$ cat src/rtl/core/cst_pkg.sv
// cst_pkg: shared widths, operation codes and fixed-point constants for the
// categorical sampler table. No dependencies.
`default_nettype none
package cst_pkg;

  localparam int FUNC_W     = 2;
  localparam int IDX_OUT_W  = 4;
  localparam int PROB_W     = 17;
  localparam int DRAW_W     = 16;
  localparam int CFG_W      = 5;
  localparam int IN_DATA_W  = 40;
  localparam int OUT_DATA_W = 24;

  // fixed point, 65536 is 1.0
  localparam logic [PROB_W-1:0] ONE_FIX = 17'h10000;

  // fraction bits produced by the divider after its integer bit
  localparam int DIV_STEPS = 16;
  localparam int DSTEP_W   = 4;

  typedef enum logic [FUNC_W-1:0] {
    FN_WRITE  = 2'd0,
    FN_SAMPLE = 2'd1,
    FN_ARGMAX = 2'd2,
    FN_READ   = 2'd3
  } func_t;

endpackage
`default_nettype wire

$ cat src/rtl/core/categorical_sampler_table_unit.sv
// categorical_sampler_table_unit: probability table with write/renormalize,
// inverse-cdf sample, argmax and read, built around one shared bit-serial divider.
// Depends on cst_pkg.
//
// channel   dir  signals                               contents
// in_       in   in_tvalid/in_tready/in_tdata/in_tuser  one operation request
// out_      out  out_tvalid/out_tready/out_tdata/...    one result per request
// cfg_      in   cfg_wr_en/cfg_wr_data                  active_count register
//
// n = active count. read looks up one entry; sample and argmax walk the entries in order;
// write: a sum pass over the n entries, then a scale pass (one table read, 16
// divider steps, one write-back per entry). A count write keeps the unit
// busy while the divider forms the uniform value.
// rst_n (synchronous) clears the control state and restores the uniform table
// for count min(16, ENTRIES) without a clearing pass, through per-entry valid bits.
// A finished result waits in the output register; a new request is taken meanwhile.
`default_nettype none
module categorical_sampler_table_unit #(
  parameter int ENTRIES = 16
) (
  input  wire logic                             clk,
  input  wire logic                             rst_n,
  input  wire logic                             in_tvalid,
  output logic                                  in_tready,
  // [3:0] entry_index, [20:4] new_value, [36:21] uniform_draw, [39:37] zero
  input  wire logic [cst_pkg::IN_DATA_W-1:0]    in_tdata,
  // [1:0] func
  input  wire logic [cst_pkg::FUNC_W-1:0]       in_tuser,
  output logic                                  out_tvalid,
  input  wire logic                             out_tready,
  // [3:0] chosen_index, [20:4] probability_out, [23:21] zero
  output logic [cst_pkg::OUT_DATA_W-1:0]        out_tdata,
  // [0] error_flag
  output logic                                  out_tuser,
  input  wire logic                             cfg_wr_en,
  input  wire logic [cst_pkg::CFG_W-1:0]        cfg_wr_data
);
  import cst_pkg::*;

  localparam int IDX_W   = $clog2(ENTRIES);
  localparam int CNT_W   = $clog2(ENTRIES + 1);
  localparam int SUM_W   = PROB_W + CNT_W;
  localparam int CNT_RST = (ENTRIES < 16) ? ENTRIES : 16;
  localparam int UNI_RST = 65536 / CNT_RST;

  typedef enum logic [2:0] {
    S_IDLE, S_RD, S_ACC, S_DIV, S_WB, S_OUT
  } state_t;

  state_t                state_r, state_nxt;
  logic [CNT_W-1:0]      cnt_r, cnt_nxt;
  logic [PROB_W-1:0]     uni_r, uni_nxt;
  logic [ENTRIES-1:0]    vld_r, vld_nxt;
  logic [FUNC_W-1:0]     func_r, func_nxt;
  logic [IDX_OUT_W-1:0]  idx_r, idx_nxt;
  logic [PROB_W-1:0]     val_r, val_nxt;
  logic [DRAW_W-1:0]     draw_r, draw_nxt;
  logic [CNT_W-1:0]      i_r, i_nxt;
  logic                  pass_r, pass_nxt;
  logic [SUM_W-1:0]      acc_r, acc_nxt;
  logic [PROB_W-1:0]     best_r, best_nxt;
  logic [CNT_W-1:0]      bidx_r, bidx_nxt;
  logic [SUM_W-1:0]      rem_r, rem_nxt;
  logic [SUM_W-1:0]      den_r, den_nxt;
  logic [PROB_W-1:0]     quo_r, quo_nxt;
  logic [DSTEP_W-1:0]    dstep_r, dstep_nxt;
  logic                  duni_r, duni_nxt;
  logic [IDX_OUT_W-1:0]  res_idx_r, res_idx_nxt;
  logic [PROB_W-1:0]     res_prob_r, res_prob_nxt;
  logic                  res_err_r, res_err_nxt;
  logic                  out_valid_r, out_valid_nxt;
  logic [IDX_OUT_W-1:0]  out_idx_r, out_idx_nxt;
  logic [PROB_W-1:0]     out_prob_r, out_prob_nxt;
  logic                  out_err_r, out_err_nxt;

  // table memory
  logic [PROB_W-1:0]     mem [ENTRIES];
  logic [PROB_W-1:0]     rd_data_r;
  logic                  vld_rd_r;
  logic                  mem_we;
  logic [IDX_W-1:0]      mem_waddr;
  logic [PROB_W-1:0]     mem_wdata;

  // request fields
  logic [IDX_OUT_W-1:0]  in_idx;
  logic [PROB_W-1:0]     in_val;
  logic [DRAW_W-1:0]     in_draw;
  logic [PROB_W-1:0]     val_sat;
  logic [31:0]           in_idx_ext;
  logic                  idx_ok;
  logic [31:0]           cfg_ext;
  logic [31:0]           cnt_cl;
  logic                  cfg_go;
  logic                  in_acc;

  // walker helpers
  logic [PROB_W-1:0]     eff;
  logic                  last;
  logic [31:0]           i_ext;
  logic [31:0]           bidx_ext;
  logic [SUM_W-1:0]      acc_sum;

  // shared divider
  logic [PROB_W-1:0]     div_num;
  logic [SUM_W-1:0]      div_den;
  logic                  div_q0;
  logic [SUM_W-1:0]      div_rem0;
  logic [SUM_W:0]        div_r2;
  logic                  div_ge;
  logic [SUM_W:0]        div_sub;
  logic                  div_end;

  assign in_idx     = in_tdata[3:0];
  assign in_val     = in_tdata[20:4];
  assign in_draw    = in_tdata[36:21];
  assign val_sat    = (in_val > ONE_FIX) ? ONE_FIX : in_val;
  assign in_idx_ext = 32'(in_idx);
  assign idx_ok     = (in_idx_ext < 32'(cnt_r));
  assign cfg_ext    = 32'(cfg_wr_data);
  assign cnt_cl     = (cfg_ext == 32'd0) ? 32'd1 :
                      (cfg_ext > 32'(ENTRIES)) ? 32'(ENTRIES) : cfg_ext;
  // count writes land while idle or while a previous count write is dividing
  assign cfg_go     = cfg_wr_en && ((state_r == S_IDLE) || ((state_r == S_DIV) && duni_r));

  assign in_tready  = (state_r == S_IDLE) && !cfg_wr_en;
  assign in_acc     = in_tvalid && in_tready;

  assign eff        = vld_rd_r ? rd_data_r : uni_r;
  assign last       = ((i_r + CNT_W'(1)) == cnt_r);
  assign i_ext      = 32'(i_r);
  assign bidx_ext   = 32'(bidx_r);
  assign acc_sum    = acc_r + SUM_W'(eff);

  // divider start: integer bit of num*65536/den, valid since num <= den
  assign div_num    = cfg_go ? PROB_W'(1) : eff;
  assign div_den    = cfg_go ? SUM_W'(cnt_cl[CNT_W-1:0]) : acc_r;
  assign div_q0     = (SUM_W'(div_num) >= div_den);
  assign div_rem0   = SUM_W'(div_num) - (div_q0 ? div_den : '0);

  // divider step: one quotient bit per cycle
  assign div_r2     = {rem_r, 1'b0};
  assign div_ge     = (div_r2 >= {1'b0, den_r});
  assign div_sub    = div_r2 - {1'b0, den_r};
  assign div_end    = (dstep_r == DSTEP_W'(DIV_STEPS - 1));

  always_comb begin
    state_nxt     = state_r;
    cnt_nxt       = cnt_r;
    uni_nxt       = uni_r;
    vld_nxt       = vld_r;
    func_nxt      = func_r;
    idx_nxt       = idx_r;
    val_nxt       = val_r;
    draw_nxt      = draw_r;
    i_nxt         = i_r;
    pass_nxt      = pass_r;
    acc_nxt       = acc_r;
    best_nxt      = best_r;
    bidx_nxt      = bidx_r;
    rem_nxt       = rem_r;
    den_nxt       = den_r;
    quo_nxt       = quo_r;
    dstep_nxt     = dstep_r;
    duni_nxt      = duni_r;
    res_idx_nxt   = res_idx_r;
    res_prob_nxt  = res_prob_r;
    res_err_nxt   = res_err_r;
    out_valid_nxt = out_valid_r;
    out_idx_nxt   = out_idx_r;
    out_prob_nxt  = out_prob_r;
    out_err_nxt   = out_err_r;
    mem_we        = 1'b0;
    mem_waddr     = i_r[IDX_W-1:0];
    mem_wdata     = quo_r;

    if (out_valid_r && out_tready) begin
      out_valid_nxt = 1'b0;
    end

    case (state_r)
      S_IDLE: begin
        if (in_acc) begin
          func_nxt     = in_tuser;
          idx_nxt      = in_idx;
          val_nxt      = val_sat;
          draw_nxt     = in_draw;
          res_idx_nxt  = in_idx;
          res_prob_nxt = '0;
          res_err_nxt  = 1'b0;
          pass_nxt     = 1'b0;
          acc_nxt      = '0;
          i_nxt        = '0;
          state_nxt    = S_RD;
          case (func_t'(in_tuser))
            FN_WRITE: begin
              if (!idx_ok) begin
                res_err_nxt = 1'b1;
                state_nxt   = S_OUT;
              end else begin
                mem_we    = 1'b1;
                mem_waddr = in_idx_ext[IDX_W-1:0];
                mem_wdata = val_sat;
                vld_nxt[in_idx_ext[IDX_W-1:0]] = 1'b1;
              end
            end
            FN_READ: begin
              if (!idx_ok) begin
                res_err_nxt = 1'b1;
                state_nxt   = S_OUT;
              end else begin
                i_nxt = in_idx_ext[CNT_W-1:0];
              end
            end
            default: begin
            end
          endcase
        end
      end

      S_RD: begin
        state_nxt = S_ACC;
      end

      S_ACC: begin
        state_nxt = S_RD;
        i_nxt     = i_r + CNT_W'(1);
        case (func_t'(func_r))
          FN_READ: begin
            res_prob_nxt = eff;
            state_nxt    = S_OUT;
          end
          FN_ARGMAX: begin
            if (i_r == '0 || eff > best_r) begin
              best_nxt = eff;
              bidx_nxt = i_r;
            end
            if (last) begin
              if (i_r == '0 || eff > best_r) begin
                res_idx_nxt  = i_ext[IDX_OUT_W-1:0];
                res_prob_nxt = eff;
              end else begin
                res_idx_nxt  = bidx_ext[IDX_OUT_W-1:0];
                res_prob_nxt = best_r;
              end
              state_nxt = S_OUT;
            end
          end
          FN_SAMPLE: begin
            acc_nxt = acc_sum;
            // first hit, or the last active entry if none qualifies
            if (acc_sum >= SUM_W'(draw_r) || last) begin
              res_idx_nxt  = i_ext[IDX_OUT_W-1:0];
              res_prob_nxt = eff;
              state_nxt    = S_OUT;
            end
          end
          default: begin
            if (!pass_r) begin
              acc_nxt = acc_sum;
              if (last) begin
                i_nxt = '0;
                if (acc_sum == '0) begin
                  res_err_nxt  = 1'b1;
                  res_prob_nxt = val_r;
                  state_nxt    = S_OUT;
                end else begin
                  pass_nxt = 1'b1;
                end
              end
            end else begin
              i_nxt     = i_r;
              den_nxt   = div_den;
              rem_nxt   = div_rem0;
              quo_nxt   = PROB_W'(div_q0);
              dstep_nxt = '0;
              duni_nxt  = 1'b0;
              state_nxt = S_DIV;
            end
          end
        endcase
      end

      S_DIV: begin
        rem_nxt   = div_ge ? div_sub[SUM_W-1:0] : div_r2[SUM_W-1:0];
        quo_nxt   = {quo_r[PROB_W-2:0], div_ge};
        dstep_nxt = dstep_r + DSTEP_W'(1);
        if (div_end) begin
          if (duni_r) begin
            uni_nxt   = {quo_r[PROB_W-2:0], div_ge};
            state_nxt = S_IDLE;
          end else begin
            state_nxt = S_WB;
          end
        end
      end

      S_WB: begin
        mem_we = 1'b1;
        vld_nxt[i_r[IDX_W-1:0]] = 1'b1;
        if (i_ext == 32'(idx_r)) begin
          res_prob_nxt = quo_r;
        end
        if (last) begin
          state_nxt = S_OUT;
        end else begin
          i_nxt     = i_r + CNT_W'(1);
          state_nxt = S_RD;
        end
      end

      S_OUT: begin
        if (!out_valid_r || out_tready) begin
          out_valid_nxt = 1'b1;
          out_idx_nxt   = res_idx_r;
          out_prob_nxt  = res_prob_r;
          out_err_nxt   = res_err_r;
          state_nxt     = S_IDLE;
        end
      end

      default: begin
        state_nxt = S_IDLE;
      end
    endcase

    if (cfg_go) begin
      // new count: reload uniform table, divider forms 65536/count
      cnt_nxt   = cnt_cl[CNT_W-1:0];
      vld_nxt   = '0;
      den_nxt   = div_den;
      rem_nxt   = div_rem0;
      quo_nxt   = PROB_W'(div_q0);
      dstep_nxt = '0;
      duni_nxt  = 1'b1;
      state_nxt = S_DIV;
    end
  end

  always_ff @(posedge clk) begin
    if (!rst_n) begin
      state_r     <= S_IDLE;
      cnt_r       <= CNT_W'(CNT_RST);
      uni_r       <= PROB_W'(UNI_RST);
      vld_r       <= '0;
      out_valid_r <= 1'b0;
    end else begin
      state_r     <= state_nxt;
      cnt_r       <= cnt_nxt;
      uni_r       <= uni_nxt;
      vld_r       <= vld_nxt;
      out_valid_r <= out_valid_nxt;
    end
    func_r     <= func_nxt;
    idx_r      <= idx_nxt;
    val_r      <= val_nxt;
    draw_r     <= draw_nxt;
    i_r        <= i_nxt;
    pass_r     <= pass_nxt;
    acc_r      <= acc_nxt;
    best_r     <= best_nxt;
    bidx_r     <= bidx_nxt;
    rem_r      <= rem_nxt;
    den_r      <= den_nxt;
    quo_r      <= quo_nxt;
    dstep_r    <= dstep_nxt;
    duni_r     <= duni_nxt;
    res_idx_r  <= res_idx_nxt;
    res_prob_r <= res_prob_nxt;
    res_err_r  <= res_err_nxt;
    out_idx_r  <= out_idx_nxt;
    out_prob_r <= out_prob_nxt;
    out_err_r  <= out_err_nxt;
  end

  // one write port, one registered read port at the walker address
  always_ff @(posedge clk) begin
    if (mem_we) begin
      mem[mem_waddr] <= mem_wdata;
    end
    rd_data_r <= mem[i_r[IDX_W-1:0]];
    vld_rd_r  <= vld_r[i_r[IDX_W-1:0]];
  end

  assign out_tvalid = out_valid_r;
  assign out_tdata  = {3'b000, out_prob_r, out_idx_r};
  assign out_tuser  = out_err_r;

endmodule
`default_nettype wire

$ cat config.mk
export PLATFORM = sky130hd
export DESIGN_NAME = categorical_sampler_table_unit
export DESIGN_NICKNAME = d
export VERILOG_FILES = /design/src/rtl/core/cst_pkg.sv /design/src/rtl/core/categorical_sampler_table_unit.sv
export SDC_FILE = /design/constraint.sdc
export NUM_CORES = 1
export LEC_CHECK = 0
export BUFFER_PORTS_ARGS = -buffer_cell sky130_fd_sc_hd__buf_2
export CAP_MARGIN = 20
export CORE_MARGIN = 3
export CORE_UTILIZATION = 60
export CTS_CLUSTER_SIZE = 12
export DETAILED_ROUTE_END_ITERATION = 16
export PLACE_DENSITY = 0.78
export SETUP_SLACK_MARGIN = 0.05
export SLEW_MARGIN = 30
export SYNTH_ARGS = -nofsm -noshare
export SYNTH_HDL_FRONTEND = slang
export SYNTH_SLANG_ARGS = --single-unit
$ cat constraint.sdc
create_clock -name clk -period 17.8 [get_ports clk]
set_input_delay 3.56 -clock clk [delete_from_list [all_inputs] [get_ports clk]]
set_output_delay 3.56 -clock clk [all_outputs]
set_load 0.02 [all_outputs]
==> summary.md, run 1 <==
| Metric | Value |
|---|---|
| Largest net degree at the start of global routing | `61` |
| Post-Syn Area | `0.0260 mm²` |
| Initial Utilization | `between 60% and 70%` |
| Die width | `214 µm` |
| Starting DRT DRC Count | `1,837` |
| Cts hold-fix bufs | `0` |
| Fmax | `110 MHz` |
| Ys Warns | `0` |
| Worst min-delay path class | `reg -> reg` |
| NumNets Final | `2,267` |
| Post-route DRC | `0` |
| # clock sinks | `530` |
| Count of final setup violators | `0` |
| Worst VDD drop | `~0.13 mV` |
| GRT overflow | `0` |
| Root buf cell | `clkbuf_16` |
| Crit Path Category | `in -> reg` |
| Post-synth ARST share | `0%` |
| Reg-to-Reg Start | `state_r[2]$_SDFFE_PP0P_` |
| Max cap viols | `0` |
| Area occupied by multi-input gates | `roughly 0.01 mm²` |
| Period Utilization, post-route | `51.0%` |
| Hold Path Stages | `0` |
| GRT Overall Usage | `27.3%` |
| Worst Hold End | `out_prob_r[5]$_DFFE_PP_` |
| Top Family by Delay on Critical Path | `compound AO/OA/AOI/OAI gates` |
| Worst-path fanout max | `34` |
| Slew Viols, Final | `0` |
| CP Data Arrival Time | `9.39 ns` |
| Std cell rows | `between 70 and 80` |
| H-Tree Depth | `2` |
| Maximum root-to-sink buffer count | `3` |
| Post_cts resized | `0` |
| Die area | `0.0458 mm²` |
| Die Height | `214 µm` |
| RSZ-0062 raised after global routing | `no` |
| Clk slew on worst S/H paths | `~0.06 ns` |
| Worst R2R Path Depth | `26` |
| Worst slew pin tran | `0.991 ns` |
| First-pass GRT wire length | `97,700 µm` |
| Slew Limit Headroom | `33.7%` |
| Yosys top cell area share | `51.9%` |
| Synthesis-stage register bit count | `530` |
| Share of layout cells above drive strength 1 | `about 16%` |
| Crit Reg-Reg Endpoint | `rem_r[16]$_DFFE_PP_` |
| Post-route ant nets | `0` |
| CTS buffer count | `54` |
| Cells after Synth | `2,021` |
| Setup tns final | `0 ns` |
| Number of global-route vias before repair | `around 17,000` |
| FILL cells | `2,870` |
| Initial antenna violation count | `4` |
| Power Density | `between 100 and 150 mW/mm²` |
| Fin crit period | `9.08 ns` |
| Fin area | `0.0287 mm²` |
| Crit path largest cell delay | `0.61 ns` |
| Critical path launch point type | `input pin` |
| Mean Syn Cell Area | `12.8 µm²` |
| Status | `complete, no violations` |
| Most frequent cell on the critical path | `a21o_1` |
| Sequential share of the synthesized area | `58.2%` |
| Layout Utilization | `67.8%` |
| Area delta synth->final | `10.4%` |
| Port Buffer Count | `around 70` |
| GP Congestion | `0.922` |
| Number of synthesized flops with an enable pin | `approximately 450` |
| Fin. Hold Viols | `0` |
| Dpl hpwl | `43,100 µm` |
| Synth unique cells | `90` |
| Final Skew | `0.0507 ns` |
| Core Region | `0.0423 mm²` |
| DR pass1 iterations | `7` |
| Synth area leaders | `edfxtp_1 (52%), mux4_2 (7.8%), dfxtp_1 (6.2%), ha_1 (5.8%), nand2_1 (2.5%)` |
| Area leader, netlist | `edfxtp_1` |
| Worst endpoint required time | `approximately 18 ns` |
| Dpl cell area | `around 0.027 mm²` |
| Routed wire length | `62,800 µm` |
| Reg-to-reg slack, setup | `10.84 ns` |
| CP max stage cell | `a22oi_1` |
| Hold Startpoint | `res_prob_r[5]$_DFFE_PP_` |
| Levels on crit path | `26` |
| CTS tree | `done` |
| N_diodes | `0` |
| Via count | `17,056` |
| Post-CTS Setup Inserts | `0` |
| Pleak | `10.9 nW` |
| CP Buf/Inv Count | `3` |
| CP Capture Type | `register` |
| Worst-Skew Late Latency | `0.64 ns` |
| Post-synth top flop | `edfxtp_1` |
| Vias per Instance | `about 6.3` |
| Reg area | `0.0151 mm²` |
| Wire per inst | `23.1 µm` |
| I/O pin count | `79` |
==> cell usage in the layout (no fill, tap or decap), types with 34 or more instances in the layout <==
| cell type | n |
|---|---|
| o21ai_0 | 88 |
| mux2i_1 | 45 |
| nor2_1 | 123 |
| inv_1 | 131 |
| clkbuf_16 | 57 |
| a21oi_1 | 111 |
| nand3_1 | 34 |
| ha_1 | 120 |
| buf_2 | 72 |
| nand2_1 | 172 |
| mux4_2 | 90 |
| edfxtp_1 | 449 |
| dfxtp_1 | 81 |
==> cell families (layout without fill, tap and decap cells) <==
| family | Yosys count | count (layout) | synth area share, % |
|---|---|---|---|
| AO/OA/AOI/OAI | 409 | 409 | 10.3 |
| other | 1 | 3 | 0.0144 |
| AND/OR/NAND/NOR | 521 | 521 | 9.53 |
| flip-flops | 530 | 530 | 58.2 |
| XOR/XNOR | 56 | 56 | 1.89 |
| buffers and inverters | 225 | 340 | 3.65 |
| adder cells (fa/ha/maj) | 123 | 123 | 6.01 |
| multiplexers | 156 | 156 | 10.5 |
==> cell usage after synthesis (all sizes together), types with 7 or more instances <==
library cell and n:
a211oi 34, a21o 25, a21oi 113, a22o 30, a31oi 15, and2 32
and3 15, buf 26, clkbuf 62, dfxtp 81, edfxtp 449, ha 120
inv 133, mux2 21, mux2i 45, mux4 90, nand2 173, nand2b 15
nand3 34, nand4 9, nor2 141, nor2b 17, nor3 36, nor3b 7
nor4 10, o211ai 19, o21a 13, o21ai 102, o31ai 8, or3 11
xnor2 28, xor2 28
==> per-stage QoR <==
stage          hold slack, ns  setup WS (ns)  total power [mW]  std cells
2_1_floorplan           0.400           9.38              2.41       2023
3_3_place_gp            0.403           8.30              2.66       2612
5_1_grt                 0.421           8.32              3.96       2715
6_report                0.409           8.72              3.77       2715
3_5_place_dp            0.405           8.16              2.70       2613
4_1_cts                 0.412           8.79              3.78       2715
==> layout make-up <==
type                            count  area share (%)
Sequential cell                   530            52.7
Multi-Input combinational cell   1268            35.0
Clock buffer                       89            5.50
Tap cell                          577            2.52
Timing Repair Buffer              104            2.14
Inverter                          134            1.76
Clock inverter                     13           0.454
==> flip-flops by register name, summed over array words and instances, names as in the netlist, 4 cells and up <==
signal,cells
acc_r,22
res_idx_r,4
quo_r,17
best_r,17
rem_r,22
out_idx_r,4
mem,272
den_r,22
idx_r,4
bidx_r,4
cnt_r,5
vld_r,16
i_r,5
out_prob_r,17
dstep_r,4
rd_data_r,17
draw_r,16
res_prob_r,17
uni_r,17
val_r,17
==> per-layer routing <==
| layer | up-vias | routed length, µm | track usage [%] |
|---|---|---|---|
| met2 | 806 | 31100 | 45.6 |
| met1 | 8338 | 24000 | 35.6 |
| met5 | - | 58 | 0 |
| met3 | 146 | 5080 | 4.55 |
| li1 | 7758 | - | - |
| met4 | 8 | 2580 | 12.1 |
==> worst max path at each step <==
stage | endpoint | slack [ns] | from
final | rem_r[16]$_DFFE_PP_ | 8.72 | cfg_wr_en
after global routing | rem_r[18]$_DFFE_PP_ | 8.32 | cfg_wr_en
after CTS | rem_r[16]$_DFFE_PP_ | 8.79 | cfg_wr_en
after detailed placement | rem_r[16]$_DFFE_PP_ | 8.16 | cfg_wr_en
after global placement | rem_r[16]$_DFFE_PP_ | 8.30 | cfg_wr_en
after floorplan | rem_r[16]$_DFFE_PP_ | 9.38 | cfg_wr_en
==> power breakdown <==
group | switching [mW] | total [mW] | leakage (nW) | internal [mW]
clock | 0.474 | 1.08 | 0.830 | 0.609
combinational | 0.659 | 1.08 | 5.04 | 0.421
sequential | 0.0903 | 1.61 | 5.05 | 1.52
Note: power is estimated with default switching activity, not from simulation.
==> run 2, diff against run 1 <==
Settings changed: CORE_UTILIZATION 60 to 57.
Clock period 17.8 ns to 7.5 ns, I/O delays scaled along.
==> run 2 against run 1 <==
Register-to-register slack got worse by 9.5 ns; largest power group unchanged; sequential share of layout area is 0.19 points lower; clock-buffer cell count fell by 1; die area increased by 5.1%.
==> summary.md, run 2 (synthesis gave the netlist of run 1 again) <==
| Metric | Value |
|---|---|
| Sw Ratio | `32.7% (+0.35 points)` |
| Clock share of power | `28.7% (about the same)` |
| Initial antenna violation count | `1 (-3)` |
| Pint | `6.06 mW (+140%)` |
| Slew Limit Headroom | `37.9% (+4.2 points)` |
| CP max stage cell | `fa_1` |
| Worst VDD drop | `0.353 mV (+170%)` |
| Wire per inst | `23.8 µm (+2.8%)` |
| Cts hold-fix bufs | `0 (unchanged)` |
| Critical path launch point type | `input pin` |
| Most frequent cells in the layout | `edfxtp_1 (449), nand2_1 (172), inv_1 (131)` |
| Hold Path Stages | `0 (unchanged)` |
| Largest reg by FF count | `mem` |
| Die area | `0.0482 mm² (+5.1%)` |
| Most frequent cell on the critical path | `a21o_1` |
| N_diodes | `0 (unchanged)` |
| Status | `complete, no violations` |
| Maximum root-to-sink buffer count | `3 (unchanged)` |
| Power Density | `313 mW/mm² (+140%)` |
| Vias per Instance | `6.23 (-0.84%)` |
| Post-route ant nets | `0 (unchanged)` |
| FILL cells | `3,220 (+12%)` |
| Final Skew | `0.0599 ns (+0.00927 ns)` |
| Hold slack | `0.419 ns (+0.00958 ns)` |
| Initial Utilization | `58.2% (-3.1 points)` |
| Count of final setup violators | `0 (unchanged)` |
| Area delta synth->final | `10.8%` |
| Post-route DRC | `0 (unchanged)` |
| Std cell rows | `77 (+2.7%)` |
| CP Capture Type | `register` |
| Sequential share of power | `42.3% (-0.4 points)` |
| DR pass1 iterations | `5 (-2)` |
| Slew Viols, Final | `0 (unchanged)` |
| Crit Path Category | `in -> reg` |
| Fin. Hold Viols | `0 (unchanged)` |
| Worst-path fanout max | `16 (-53%)` |
| CP Data Arrival Time | `6.64 ns (-2.75 ns)` |
| Via count | `17,044 (-0.070%)` |
| Die Height | `219 µm (+2.5%)` |
| Setup slack at placement | `0.697 ns (-7.46 ns)` |
| Worst Hold End | `out_prob_r[6]$_DFFE_PP_` |
| Setup tns final | `0 ns (unchanged)` |
| GP Congestion | `0.920 (-0.12%)` |
| Post_cts resized | `0 (unchanged)` |
| Most common cell after layout, fill and taps aside | `edfxtp_1` |
| Reg-to-reg slack, setup | `1.30 ns (-9.54 ns)` |
| Largest net degree at the start of global routing | `63 (+3.3%)` |
| Number of global-route vias before repair | `17,423 (+1.9%)` |
| H-Tree Depth | `2 (unchanged)` |
| Die width | `219 µm (+2.5%)` |
| CTS buffer count | `54 (unchanged)` |
| Hold Startpoint | `res_prob_r[6]$_DFFE_PP_` |
| Period Utilization, post-route | `84.2%` |
| Layout Utilization | `64.5% (-3.2 points)` |
| Fin crit period | `6.32 ns` |
| NumNets Final | `2,274 (+0.31%)` |
| Combinational share of power | `28.9% (+0.3 points)` |
| Worst min-delay path class | `reg -> reg` |
| GRT Overall Usage | `27.4% (+0.10 points)` |
| Crit path largest cell delay | `0.47 ns (-0.14 ns)` |
| Worst R2R Path Depth | `25 (-3.8%)` |
| Largest register FFs | `272 (unchanged)` |
| Worst-Skew Late Latency | `0.65 ns (about the same)` |
| Root buf cell | `clkbuf_16` |
| Starting DRT DRC Count | `1,497 (-19%)` |
| Worst endpoint required time | `7.83 ns (-10.28 ns)` |
| CTS tree | `done` |
| Reg-to-Reg Start | `state_r[2]$_SDFFE_PP0P_` |
| Port Buffer Count | `72 (unchanged)` |
| Worst slew pin tran | `0.931 ns (-0.0600 ns)` |
| Max cap viols | `0 (unchanged)` |
| Share of layout cells above drive strength 1 | `16.0% (+0.19 points)` |
| Clk slew on worst S/H paths | `0.06 ns (about the same)` |
| # clock sinks | `530 (unchanged)` |
| Crit Reg-Reg Endpoint | `rem_r[16]$_DFFE_PP_` |
| GRT overflow | `0 (unchanged)` |
| First-pass GRT wire length | `99,900 µm (+2.3%)` |
| I/O pin count | `79 (unchanged)` |
| Post-CTS Setup Inserts | `0 (unchanged)` |
| Final worst slack | `1.18 ns (-7.54 ns)` |
| Pleak | `10.9 nW (+0.22%)` |
| Routed wire length | `65,000 µm (+3.5%)` |
| Core Region | `0.0446 mm² (+5.4%)` |
| Psw | `2.95 mW (+140%)` |
| Dpl hpwl | `43,700 µm (+1.6%)` |
| RSZ-0062 raised after global routing | `no` |
| Fmax | `158 MHz` |
-- run 2: final cells by class --
type                    count  area, µm²  share of cell area, %
clock inverters            13        163                  0.565
inverters                 134        503                   1.75
well taps                 592        741                   2.57
repair buffers            111        673                   2.34
flip-flops and latches    530      15100                   52.5
clock buffers              88       1530                   5.32
multi-input cells        1268      10100                   35.0
-- run 2: worst max-delay path by stage --
| stage | cells past startpoint | end | from |
|---|---|---|---|
| 2_1_floorplan | 25 | rem_r[16]$_DFFE_PP_ | cfg_wr_en |
| 3_3_place_gp | 26 | rem_r[16]$_DFFE_PP_ | cfg_wr_en |
| 3_5_place_dp | 26 | rem_r[16]$_DFFE_PP_ | cfg_wr_en |
| 4_1_cts | 26 | rem_r[16]$_DFFE_PP_ | cfg_wr_en |
| 5_1_grt | 26 | rem_r[16]$_DFFE_PP_ | cfg_wr_en |
| 6_report | 26 | rem_r[16]$_DFFE_PP_ | cfg_wr_en |
-- run 2: critical path: cells and delay by family --
kind	cells	cell delay [ns]
mux	1	0.24
fa+ha+maj	2	0.65
compound gates	14	2.67
buf+inv	2	0.33
simple gates	7	1.24
-- run 2: through the flow --
stage / total power, mW / area (µm²) / std cells
floorplan: 5.71 / 26000 / 2023
global placement: 6.32 / 27000 / 2634
detailed placement: 6.43 / 27100 / 2635
CTS: 9.01 / 28800 / 2736
global route: 9.42 / 28800 / 2736
finish: 9.00 / 28800 / 2736
-- run 2: layer usage --
layer,up-vias,part of all wire [%],track usage (%)
met2,685,52,48.5
met4,2,3.9,11.4
met1,8448,38,33.8
met5,-,0.020,0
met3,157,6.2,4.07
li1,7752,-,-
-- run 2: power by group through the flow --
stage,Sequential [mW],Combinational (mW),Clock (mW)
3_5_place_dp,3.87,2.56,0
5_1_grt,3.84,2.86,2.73
4_1_cts,3.81,2.59,2.61
3_3_place_gp,3.86,2.46,0
2_1_floorplan,3.75,1.96,0
6_report,3.81,2.60,2.59
